### src/hw/rtl/bdes_pkg.sv
// ----------------------------------------------------------------------------
// bdes_pkg
// Shared types and constants for the buffer difference error statistics block.
// ----------------------------------------------------------------------------
package bdes_pkg;

  // Width of the pair counters.
  localparam int CNT_W = 32;

  // Commands from the controller to the datapath.
  typedef struct packed {
    logic load;    // capture the incoming pair
    logic prep;    // form difference, sum and divider start values
    logic step;    // one restoring division step
    logic update;  // fold the finished pair into the statistics
    logic emit;    // load the result register and clear the statistics
  } dp_cmd_t;

  // Status from the datapath to the controller.
  typedef struct packed {
    logic need_div;  // pair is unequal and its quotient does not saturate
    logic div_done;  // last division step is in progress
    logic last;      // captured pair is marked last
    logic out_free;  // result register can take a new result
  } dp_status_t;

endpackage

### src/hw/rtl/bdes_sample_if.sv
// ----------------------------------------------------------------------------
// bdes_sample_if
// Input channel: one pair of buffer samples per beat.
// ----------------------------------------------------------------------------
interface bdes_sample_if #(
  parameter int DATA_WIDTH = 32
) ();
  logic                         valid;
  logic                         ready;
  logic signed [DATA_WIDTH-1:0] value_a;
  logic signed [DATA_WIDTH-1:0] value_b;
  logic                         last_item;

  modport source (output valid, output value_a, output value_b, output last_item,
                  input ready);
  modport sink   (input valid, input value_a, input value_b, input last_item,
                  output ready);
endinterface

### src/hw/rtl/bdes_stats_if.sv
// ----------------------------------------------------------------------------
// bdes_stats_if
// Output channel: one statistics record per beat.
// ----------------------------------------------------------------------------
interface bdes_stats_if #(
  parameter int DATA_WIDTH = 32
) ();
  import bdes_pkg::*;

  logic                         valid;
  logic                         ready;
  logic [CNT_W-1:0]             mismatch_count;
  logic [CNT_W-1:0]             element_count;
  logic [DATA_WIDTH-1:0]        max_rel_error;
  logic signed [DATA_WIDTH-1:0] max_rel_a;
  logic signed [DATA_WIDTH-1:0] max_rel_b;
  logic [DATA_WIDTH-1:0]        min_rel_error;
  logic signed [DATA_WIDTH-1:0] min_rel_a;
  logic signed [DATA_WIDTH-1:0] min_rel_b;
  logic [DATA_WIDTH-1:0]        max_abs_error;
  logic signed [DATA_WIDTH-1:0] max_abs_a;
  logic signed [DATA_WIDTH-1:0] max_abs_b;
  logic [DATA_WIDTH-1:0]        peak_magnitude;

  modport source (output valid, input ready,
                  output mismatch_count, output element_count,
                  output max_rel_error, output max_rel_a, output max_rel_b,
                  output min_rel_error, output min_rel_a, output min_rel_b,
                  output max_abs_error, output max_abs_a, output max_abs_b,
                  output peak_magnitude);
  modport sink   (input valid, output ready,
                  input mismatch_count, input element_count,
                  input max_rel_error, input max_rel_a, input max_rel_b,
                  input min_rel_error, input min_rel_a, input min_rel_b,
                  input max_abs_error, input max_abs_a, input max_abs_b,
                  input peak_magnitude);
endinterface

### src/hw/rtl/bdes_ctrl.sv
// ----------------------------------------------------------------------------
// bdes_ctrl
// Sequencer: accept a pair, prepare, divide when needed, update, and emit on the last pair.
// ----------------------------------------------------------------------------
module bdes_ctrl (
  input  logic                   clk,
  input  logic                   rst,
  input  logic                   in_valid,
  output logic                   in_ready,
  input  bdes_pkg::dp_status_t   status,
  output bdes_pkg::dp_cmd_t      cmd
);
  import bdes_pkg::*;

  typedef enum logic [2:0] {
    S_IDLE,
    S_PREP,
    S_DIV,
    S_UPD,
    S_EMIT
  } state_t;

  state_t state;

  always_ff @(posedge clk) begin
    if (rst) begin
      state <= S_IDLE;
    end else begin
      case (state)
        S_IDLE: begin
          if (in_valid) state <= S_PREP;
        end
        S_PREP: begin
          state <= status.need_div ? S_DIV : S_UPD;
        end
        S_DIV: begin
          if (status.div_done) state <= S_UPD;
        end
        S_UPD: begin
          state <= status.last ? S_EMIT : S_IDLE;
        end
        S_EMIT: begin
          if (status.out_free) state <= S_IDLE;
        end
        default: begin
          state <= S_IDLE;
        end
      endcase
    end
  end

  // No beat is taken while reset is held.
  always_comb begin
    in_ready   = (state == S_IDLE) && !rst;
    cmd.load   = (state == S_IDLE) && !rst && in_valid;
    cmd.prep   = (state == S_PREP);
    cmd.step   = (state == S_DIV);
    cmd.update = (state == S_UPD);
    cmd.emit   = (state == S_EMIT) && status.out_free;
  end

endmodule

### src/hw/rtl/bdes_datapath.sv
// ----------------------------------------------------------------------------
// bdes_datapath
// Pair registers, radix-2 restoring divider, running statistics and the
// result register.
// ----------------------------------------------------------------------------
module bdes_datapath #(
  parameter int DATA_WIDTH = 32,
  parameter int FRAC_BITS  = 16
) (
  input  logic                         clk,
  input  logic                         rst,
  input  bdes_pkg::dp_cmd_t            cmd,
  output bdes_pkg::dp_status_t         status,
  input  logic signed [DATA_WIDTH-1:0] value_a,
  input  logic signed [DATA_WIDTH-1:0] value_b,
  input  logic                         last_item,
  output logic                         out_valid,
  input  logic                         out_ready,
  output logic [bdes_pkg::CNT_W-1:0]   mismatch_count,
  output logic [bdes_pkg::CNT_W-1:0]   element_count,
  output logic [DATA_WIDTH-1:0]        max_rel_error,
  output logic signed [DATA_WIDTH-1:0] max_rel_a,
  output logic signed [DATA_WIDTH-1:0] max_rel_b,
  output logic [DATA_WIDTH-1:0]        min_rel_error,
  output logic signed [DATA_WIDTH-1:0] min_rel_a,
  output logic signed [DATA_WIDTH-1:0] min_rel_b,
  output logic [DATA_WIDTH-1:0]        max_abs_error,
  output logic signed [DATA_WIDTH-1:0] max_abs_a,
  output logic signed [DATA_WIDTH-1:0] max_abs_b,
  output logic [DATA_WIDTH-1:0]        peak_magnitude
);
  import bdes_pkg::*;

  localparam int W   = DATA_WIDTH;
  localparam int NW  = DATA_WIDTH + FRAC_BITS + 1;
  localparam int CW  = $clog2(DATA_WIDTH);

  // Captured pair.
  logic signed [W-1:0] a_q;
  logic signed [W-1:0] b_q;
  logic                last_q;

  // Per-pair values.
  logic [W-1:0] diff_q;
  logic [W-1:0] den_q;
  logic         unequal_q;
  logic         sat_q;

  // Divider: remainder, and dividend bits shifting out as quotient bits shift in.
  logic [W-1:0]  rem;
  logic [W-1:0]  qd;
  logic [CW-1:0] cnt;

  // Running statistics.
  logic [CNT_W-1:0]    pairs_seen;
  logic [CNT_W-1:0]    unequal_pairs;
  logic [W-1:0]        best_rel_high;
  logic [W-1:0]        best_rel_low;
  logic [W-1:0]        best_abs;
  logic signed [W-1:0] hi_a, hi_b, lo_a, lo_b, abs_a, abs_b;
  logic [W-1:0]        running_peak;

  // Combinational terms.
  logic signed [W:0] diff_s;
  logic signed [W:0] sum_s;
  logic [W:0]        diff_neg;
  logic [W:0]        sum_neg;
  logic [W-1:0]      diff_c;
  logic [W-1:0]      sum_abs;
  logic [W-1:0]      den_c;
  logic [W-1:0]      a_u, b_u;
  logic [W-1:0]      mag_a, mag_b;
  logic [W-1:0]      peak_c;
  logic              unequal_c;
  logic [NW-1:0]     num_c;
  logic [NW-1:0]     num_hi;
  logic              sat_c;
  logic [W:0]        r2;
  logic [W:0]        r2_sub;
  logic              q_bit;
  logic [W-1:0]      rel;

  always_comb begin
    diff_s   = {a_q[W-1], a_q} - {b_q[W-1], b_q};
    sum_s    = {a_q[W-1], a_q} + {b_q[W-1], b_q};
    diff_neg = -diff_s;
    sum_neg  = -sum_s;
    diff_c   = diff_s[W] ? diff_neg[W-1:0] : diff_s[W-1:0];
    // Only the pair of two most negative values has |a+b| beyond W bits, and it is equal.
    sum_abs  = sum_s[W] ? sum_neg[W-1:0] : sum_s[W-1:0];
    den_c    = (sum_abs == '0) ? W'(1) : sum_abs;
    a_u      = a_q;
    b_u      = b_q;
    mag_a    = a_u[W-1] ? (~a_u + 1'b1) : a_u;
    mag_b    = b_u[W-1] ? (~b_u + 1'b1) : b_u;
    peak_c   = running_peak;
    if (mag_a > peak_c) peak_c = mag_a;
    if (mag_b > peak_c) peak_c = mag_b;
    unequal_c = (a_q != b_q);

    // The quotient fits W bits exactly when the dividend above its low W bits is
    // below the divisor; that upper part is then the remainder after the
    // leading all-zero quotient bits.
    num_c  = {diff_c, {(FRAC_BITS + 1){1'b0}}};
    num_hi = NW'(num_c[NW-1:W]);
    sat_c  = (num_hi >= NW'(den_c));

    r2     = {rem, qd[W-1]};
    r2_sub = r2 - {1'b0, den_q};
    q_bit  = (r2 >= {1'b0, den_q});

    rel = sat_q ? '1 : qd;
  end

  always_comb begin
    status.need_div = unequal_c && !sat_c;
    status.div_done = (cnt == '0);
    status.last     = last_q;
    status.out_free = !out_valid || out_ready;
  end

  // Pair capture and divider; payload only.
  always_ff @(posedge clk) begin
    if (cmd.load) begin
      a_q    <= value_a;
      b_q    <= value_b;
      last_q <= last_item;
    end
    if (cmd.prep) begin
      diff_q    <= diff_c;
      den_q     <= den_c;
      unequal_q <= unequal_c;
      sat_q     <= sat_c;
      rem       <= num_hi[W-1:0];
      qd        <= num_c[W-1:0];
      cnt       <= CW'(DATA_WIDTH - 1);
    end else if (cmd.step) begin
      rem <= q_bit ? r2_sub[W-1:0] : r2[W-1:0];
      qd  <= {qd[W-2:0], q_bit};
      cnt <= cnt - 1'b1;
    end
  end

  // Statistics and result register.
  always_ff @(posedge clk) begin
    if (rst || cmd.emit) begin
      pairs_seen    <= '0;
      unequal_pairs <= '0;
      best_rel_high <= '0;
      best_rel_low  <= '1;
      best_abs      <= '0;
      hi_a          <= '0;
      hi_b          <= '0;
      lo_a          <= '0;
      lo_b          <= '0;
      abs_a         <= '0;
      abs_b         <= '0;
      running_peak  <= '0;
    end else begin
      if (cmd.prep) begin
        if (pairs_seen != '1) pairs_seen <= pairs_seen + 1'b1;
        if (unequal_c && (unequal_pairs != '1)) unequal_pairs <= unequal_pairs + 1'b1;
        running_peak <= peak_c;
      end
      if (cmd.update && unequal_q) begin
        if (rel > best_rel_high) begin
          best_rel_high <= rel;
          hi_a          <= a_q;
          hi_b          <= b_q;
        end
        if (rel < best_rel_low) begin
          best_rel_low <= rel;
          lo_a         <= a_q;
          lo_b         <= b_q;
        end
        if (diff_q > best_abs) begin
          best_abs <= diff_q;
          abs_a    <= a_q;
          abs_b    <= b_q;
        end
      end
    end
  end

  always_ff @(posedge clk) begin
    if (rst) begin
      out_valid <= 1'b0;
    end else if (cmd.emit) begin
      out_valid <= 1'b1;
    end else if (out_ready) begin
      out_valid <= 1'b0;
    end
  end

  always_ff @(posedge clk) begin
    if (cmd.emit) begin
      mismatch_count <= unequal_pairs;
      element_count  <= pairs_seen;
      max_rel_error  <= best_rel_high;
      max_rel_a      <= hi_a;
      max_rel_b      <= hi_b;
      min_rel_error  <= best_rel_low;
      min_rel_a      <= lo_a;
      min_rel_b      <= lo_b;
      max_abs_error  <= best_abs;
      max_abs_a      <= abs_a;
      max_abs_b      <= abs_b;
      peak_magnitude <= (running_peak == '0) ? W'(1) : running_peak;
    end
  end

endmodule

### src/hw/rtl/buffer_diff_error_stats.sv
// ----------------------------------------------------------------------------
// buffer_diff_error_stats
// Relative and absolute error statistics over two buffers of Q-format samples.
// ----------------------------------------------------------------------------
// Pairs arrive on the samples channel, one per beat; the pair with last_item
// set closes the run and one statistics beat follows on the stats channel.
// Each pair is accepted in the idle state and prepared in the next. An unequal
// pair whose relative error does not saturate then runs, before its update,
// through a one-bit-per-cycle restoring divider; every other pair goes from
// prepare straight to update. The next pair is not accepted until the current
// pair has been updated.
// After the last pair's update the controller enters the emit step, which
// loads the result into the output register and raises stats.valid once the
// register is free. The statistics clear as the result is loaded, and the
// next pair may enter while the result still waits.
// If the receiver stalls with a result pending, a second last pair waits in
// the emit step until the register is taken; samples.ready stays low then.
// Reset (synchronous) clears all statistics and drops both handshakes.
// ----------------------------------------------------------------------------
module buffer_diff_error_stats #(
  parameter int DATA_WIDTH = 32,
  parameter int FRAC_BITS  = 16
) (
  input logic         clk,
  input logic         rst,
  bdes_sample_if.sink samples,
  bdes_stats_if.source stats
);
  import bdes_pkg::*;

  dp_cmd_t    cmd;
  dp_status_t status;

  bdes_ctrl u_ctrl (
    .clk      (clk),
    .rst      (rst),
    .in_valid (samples.valid),
    .in_ready (samples.ready),
    .status   (status),
    .cmd      (cmd)
  );

  bdes_datapath #(
    .DATA_WIDTH (DATA_WIDTH),
    .FRAC_BITS  (FRAC_BITS)
  ) u_datapath (
    .clk            (clk),
    .rst            (rst),
    .cmd            (cmd),
    .status         (status),
    .value_a        (samples.value_a),
    .value_b        (samples.value_b),
    .last_item      (samples.last_item),
    .out_valid      (stats.valid),
    .out_ready      (stats.ready),
    .mismatch_count (stats.mismatch_count),
    .element_count  (stats.element_count),
    .max_rel_error  (stats.max_rel_error),
    .max_rel_a      (stats.max_rel_a),
    .max_rel_b      (stats.max_rel_b),
    .min_rel_error  (stats.min_rel_error),
    .min_rel_a      (stats.min_rel_a),
    .min_rel_b      (stats.min_rel_b),
    .max_abs_error  (stats.max_abs_error),
    .max_abs_a      (stats.max_abs_a),
    .max_abs_b      (stats.max_abs_b),
    .peak_magnitude (stats.peak_magnitude)
  );

endmodule
### src/flat_wrapper.sv
// flat-port wrapper written by rule: the top's interface ports become plain ports
module buffer_diff_error_stats_flat import bdes_pkg::*;
#(
  parameter int DATA_WIDTH = 32,
  parameter int FRAC_BITS  = 16
)
  (clk, rst, samples_valid, samples_value_a, samples_value_b, samples_last_item, samples_ready, stats_valid, stats_ready, stats_mismatch_count, stats_element_count, stats_max_rel_error, stats_max_rel_a, stats_max_rel_b, stats_min_rel_error, stats_min_rel_a, stats_min_rel_b, stats_max_abs_error, stats_max_abs_a, stats_max_abs_b, stats_peak_magnitude);
  bdes_sample_if #(.DATA_WIDTH(DATA_WIDTH)) samples_i ();
  bdes_stats_if #(.DATA_WIDTH(DATA_WIDTH)) stats_i ();
  input logic clk;
  input logic rst;
  input wire logic [$bits(samples_i.valid)-1:0] samples_valid;
  input wire logic [$bits(samples_i.value_a)-1:0] samples_value_a;
  input wire logic [$bits(samples_i.value_b)-1:0] samples_value_b;
  input wire logic [$bits(samples_i.last_item)-1:0] samples_last_item;
  output wire logic [$bits(samples_i.ready)-1:0] samples_ready;
  output wire logic [$bits(stats_i.valid)-1:0] stats_valid;
  input wire logic [$bits(stats_i.ready)-1:0] stats_ready;
  output wire logic [$bits(stats_i.mismatch_count)-1:0] stats_mismatch_count;
  output wire logic [$bits(stats_i.element_count)-1:0] stats_element_count;
  output wire logic [$bits(stats_i.max_rel_error)-1:0] stats_max_rel_error;
  output wire logic [$bits(stats_i.max_rel_a)-1:0] stats_max_rel_a;
  output wire logic [$bits(stats_i.max_rel_b)-1:0] stats_max_rel_b;
  output wire logic [$bits(stats_i.min_rel_error)-1:0] stats_min_rel_error;
  output wire logic [$bits(stats_i.min_rel_a)-1:0] stats_min_rel_a;
  output wire logic [$bits(stats_i.min_rel_b)-1:0] stats_min_rel_b;
  output wire logic [$bits(stats_i.max_abs_error)-1:0] stats_max_abs_error;
  output wire logic [$bits(stats_i.max_abs_a)-1:0] stats_max_abs_a;
  output wire logic [$bits(stats_i.max_abs_b)-1:0] stats_max_abs_b;
  output wire logic [$bits(stats_i.peak_magnitude)-1:0] stats_peak_magnitude;
  assign samples_i.valid = samples_valid;
  assign samples_i.value_a = samples_value_a;
  assign samples_i.value_b = samples_value_b;
  assign samples_i.last_item = samples_last_item;
  assign samples_ready = samples_i.ready;
  assign stats_valid = stats_i.valid;
  assign stats_i.ready = stats_ready;
  assign stats_mismatch_count = stats_i.mismatch_count;
  assign stats_element_count = stats_i.element_count;
  assign stats_max_rel_error = stats_i.max_rel_error;
  assign stats_max_rel_a = stats_i.max_rel_a;
  assign stats_max_rel_b = stats_i.max_rel_b;
  assign stats_min_rel_error = stats_i.min_rel_error;
  assign stats_min_rel_a = stats_i.min_rel_a;
  assign stats_min_rel_b = stats_i.min_rel_b;
  assign stats_max_abs_error = stats_i.max_abs_error;
  assign stats_max_abs_a = stats_i.max_abs_a;
  assign stats_max_abs_b = stats_i.max_abs_b;
  assign stats_peak_magnitude = stats_i.peak_magnitude;
  buffer_diff_error_stats #(.DATA_WIDTH(DATA_WIDTH), .FRAC_BITS(FRAC_BITS)) u_core (.clk(clk), .rst(rst), .samples(samples_i), .stats(stats_i));
endmodule
### config.mk
export PLATFORM = sky130hd
export DESIGN_NAME = buffer_diff_error_stats_flat
export DESIGN_NICKNAME = d
export VERILOG_FILES = /design/src/hw/rtl/bdes_pkg.sv /design/src/hw/rtl/bdes_sample_if.sv /design/src/hw/rtl/bdes_stats_if.sv /design/src/hw/rtl/bdes_ctrl.sv /design/src/hw/rtl/bdes_datapath.sv /design/src/hw/rtl/buffer_diff_error_stats.sv /design/src/flat_wrapper.sv
export SDC_FILE = /design/constraint.sdc
export NUM_CORES = 2
export LEC_CHECK = 0
export BUFFER_PORTS_ARGS = -buffer_cell sky130_fd_sc_hd__buf_2
export CAP_MARGIN = 15
export CELL_PAD_IN_SITES_DETAIL_PLACEMENT = 1
export CELL_PAD_IN_SITES_GLOBAL_PLACEMENT = 2
export CORE_ASPECT_RATIO = 1.4
export CORE_MARGIN = 2
export CORE_UTILIZATION = 39
export DETAILED_ROUTE_END_ITERATION = 10
export GPL_TIMING_DRIVEN = 0
export PLACE_DENSITY_LB_ADDON = 0.08
export SYNTH_ARGS = -nofsm -noshare
export SYNTH_HDL_FRONTEND = slang
export SYNTH_SLANG_ARGS = --single-unit
### constraint.sdc
create_clock -name clk -period 30.1 [get_ports clk]
set_input_delay 6.02 -clock clk [delete_from_list [all_inputs] [get_ports clk]]
set_output_delay 6.02 -clock clk [all_outputs]
set_load 0.005 [all_outputs]
==> flow_metrics.tcl <==
set metrics [dict create \
    drtIter0Drc 1910 \
    hold_path_class "flip-flop to flip-flop" \
    nets 5202 \
    clock_path_buffers 3 \
    cts_made_buffers 98 \
    start_util 0.393 \
    synth_area_leaders "edfxtp_1, dfxtp_1, ha_1, mux2i_1, nor2_1" \
    synth_common_cells "edfxtp_1, nor2_1, dfxtp_1, ha_1, inv_1" \
    pre_cts_slack_ns 17.13 \
    min_period_ns 12.96 \
    synth_top_area_frac 0.355 \
    tns_ns 0 \
    area_delta_synth_final_pct 17.3 \
    mappedNetlistNets 4622 \
    worstMarginPinSlew_ns 1.26 \
    layout_setup_ws_ns 17.14 \
    place_inst 6335 \
    avgSynthCellArea_um2 10.8 \
    setup_viol 0 \
    max_freq_mhz 77.2 \
    max_cap_viol_count 0 \
    hp-start "u_core.u_datapath.abs_b[23]" \
    crit_path_max_incr_delay_ns 0.52 \
    antenna_found_initial 8 \
    numClockSinks 972 \
    slew_headroom 0.160 \
    vias_per_cell 5.37 \
    pwr-share-comb 0.313 \
    core_um2 118000 \
    end_kind "output port" \
    arrival_ns 6.94 \
    path_max_fanout 7 \
    p_per_area_nw_per_um2 77.7 \
    use_met1 0.302 \
    globalplace.congestion 0.916 \
    synth_seq_area_share 0.538 \
    cts_tree "done" \
    hold_viol 0 \
    worst-r2r-cell-count 35 \
    p_switching_mw 1.49 \
    drc_errors 0 \
    syn_inst 4271 \
    grt_pass1_wl_um 238000 \
    layoutNonFillerInstCount 6524 \
    ys.flop_type "edfxtp_1" \
    yosys_warnings 0 \
    internal-power_mw 2.72 \
    ctsResizeCount 0 \
    synth-edff-count 547 \
    netlist_area_um2 46300 \
    post-route-util 0.461 \
    drt-total-wl_um 163000 \
    r2r-end "u_core.u_datapath.running_peak[18]" \
    synth.distinct_cells 90 \
    grt_pass1_vias 36400 \
    drtAntennaViolNets 0 \
    yosysMostFrequentCell "edfxtp_1" \
    switching_share 0.354 \
    fin_crit_sh 0.431 \
    fill_cells 13100 \
    hold_end "u_core.u_datapath.max_abs_b[23]" \
    dieArea_um2 122000 \
    crit_path_start_kind "primary input" \
    drive_gt1_frac 0.156 \
    port_buffers 454 \
    clk_latency_ns 0.72 \
    path_clk_slew_ns 0.06 \
    grt_use_met2 0.491 \
    grt_setup_unrepaired "false" \
    seq_power_share 0.393 \
    r2r-start "u_core.u_datapath.a_q[0]" \
    critPathSlowestCell "nor4_1" \
    static-leakage-power_nw 21.3 \
    cts_root_buf "clkbuf_16" \
    slew_violations 0 \
    wl_per_cell_um 24.9 \
    crit_type "primary input to output port" \
    finalPower_mw 4.22 \
    dp_hpwl_um 127000 \
    die_h_um 412 \
    synth_top_area_cell "edfxtp_1" \
    cts_max_level 3 \
    hold_depth 0 \
    ir_drop_mv 0.0548 \
    firstDrtPassIters 7 \
    synth-seq-cells 972 \
    cp_cell_sequence "buf_2, nor4_1, buf_2" \
    row_count 149 \
    chipWidth_um 295 \
    gr-usage-met3 0.0316 \
    via_count 35100 \
    ios 455 \
    grt.busiest_layer "met2" \
    clkPwrFrac 0.294 \
    hold_buffers 0 \
    outcome "completed" \
    grtUsageTotal 0.265 \
    crit_top_cell "buf_2" \
    grt_max_degree 50 \
    async_flop_share 0 \
    postCtsSetupBuffers 0 \
    clock_skew_ns 0.0359 \
    overflow 0 \
    r2r_setup_slack_ns 18.80 \
    crit_required_ns 24.08 \
]
[critical path: cells and delay by family]
family | cells | cell delay [ns]
buf+inv | 2 | 0.40
simple gates | 1 | 0.52
[power by group through the flow]
| stage | Combinational, mW | Sequential [mW] | Clock (mW) |
|---|---|---|---|
| 5_1_grt | 1.47 | 1.67 | 1.32 |
| 3_5_place_dp | 1.32 | 1.68 | 0 |
| 3_3_place_gp | 1.29 | 1.70 | 0 |
| 2_1_floorplan | 0.903 | 1.64 | 0 |
| 4_1_cts | 1.33 | 1.66 | 1.27 |
| 6_report | 1.32 | 1.66 | 1.24 |
[cell families (layout without fill, tap and decap cells)]
| kind of cell | Yosys count | in the layout | share of synthesized area |
|---|---|---|---|
| AND/OR/NAND/NOR | 1191 | 1191 | 0.125 |
| flip-flops | 972 | 972 | 0.538 |
| AO/OA/AOI/OAI | 868 | 868 | 0.128 |
| buffers and inverters | 512 | 1177 | 0.0421 |
| adder cells (fa/ha/maj) | 282 | 282 | 0.0767 |
| XOR/XNOR | 241 | 241 | 0.0456 |
| multiplexers | 205 | 205 | 0.0444 |
| other | 0 | 3 | 0 |
[stage by stage]
stage | area (um^2) | hold WS (ns)
finish | 54300 | 0.426
global route | 54300 | 0.435
CTS | 54300 | 0.419
detailed placement | 51000 | 0.416
global placement | 50600 | 0.412
floorplan | 46300 | 0.408
[cell type report]
cell class / instances / area (um^2) / share of cell area
antenna: 3 / 7.51 / 0.000138
buffer: 235 / 922 / 0.0170
clock buffer: 132 / 2720 / 0.0501
clock inverter: 53 / 528 / 0.00972
inverter: 277 / 1040 / 0.0191
multi-input combinational: 2787 / 19400 / 0.358
sequential: 972 / 24900 / 0.459
tap: 1585 / 1980 / 0.0365
timing repair buffer: 480 / 2730 / 0.0503
[layer usage]
| metal | part of all wire | up-vias |
|---|---|---|
| met5 | 0.000080 | - |
| met4 | 0.048 | 2 |
| met3 | 0.037 | 283 |
| met2 | 0.52 | 796 |
| met1 | 0.39 | 17400 |
| li1 | - | 16600 |
[worst max-delay path by stage]
stage / slack, ns / endpoint / startpoint / depth (start not counted)
finish: 17.14 / samples_ready / rst / 3
CTS: 17.12 / samples_ready / rst / 3
floorplan: 5.60 / u_core.u_datapath.lo_a[0] / stats_ready / 7
detailed placement: 17.13 / samples_ready / rst / 3
global placement: -7.79 / u_core.u_datapath.lo_a[29] / stats_ready / 8
global route: 17.06 / samples_ready / rst / 3
[cells in the final DEF (no fill, tap or decap), drive strengths merged, types with 149 or more instances in the layout]
master and n:
edfxtp 547, buf 517, nor2 458, dfxtp 425, clkbuf 330, inv 280, ha 279, mux2i 202
a21oi 198, o21ai 172, nand2 169, xnor2 149
No activity file was read; power rests on OpenSTA's default activity.
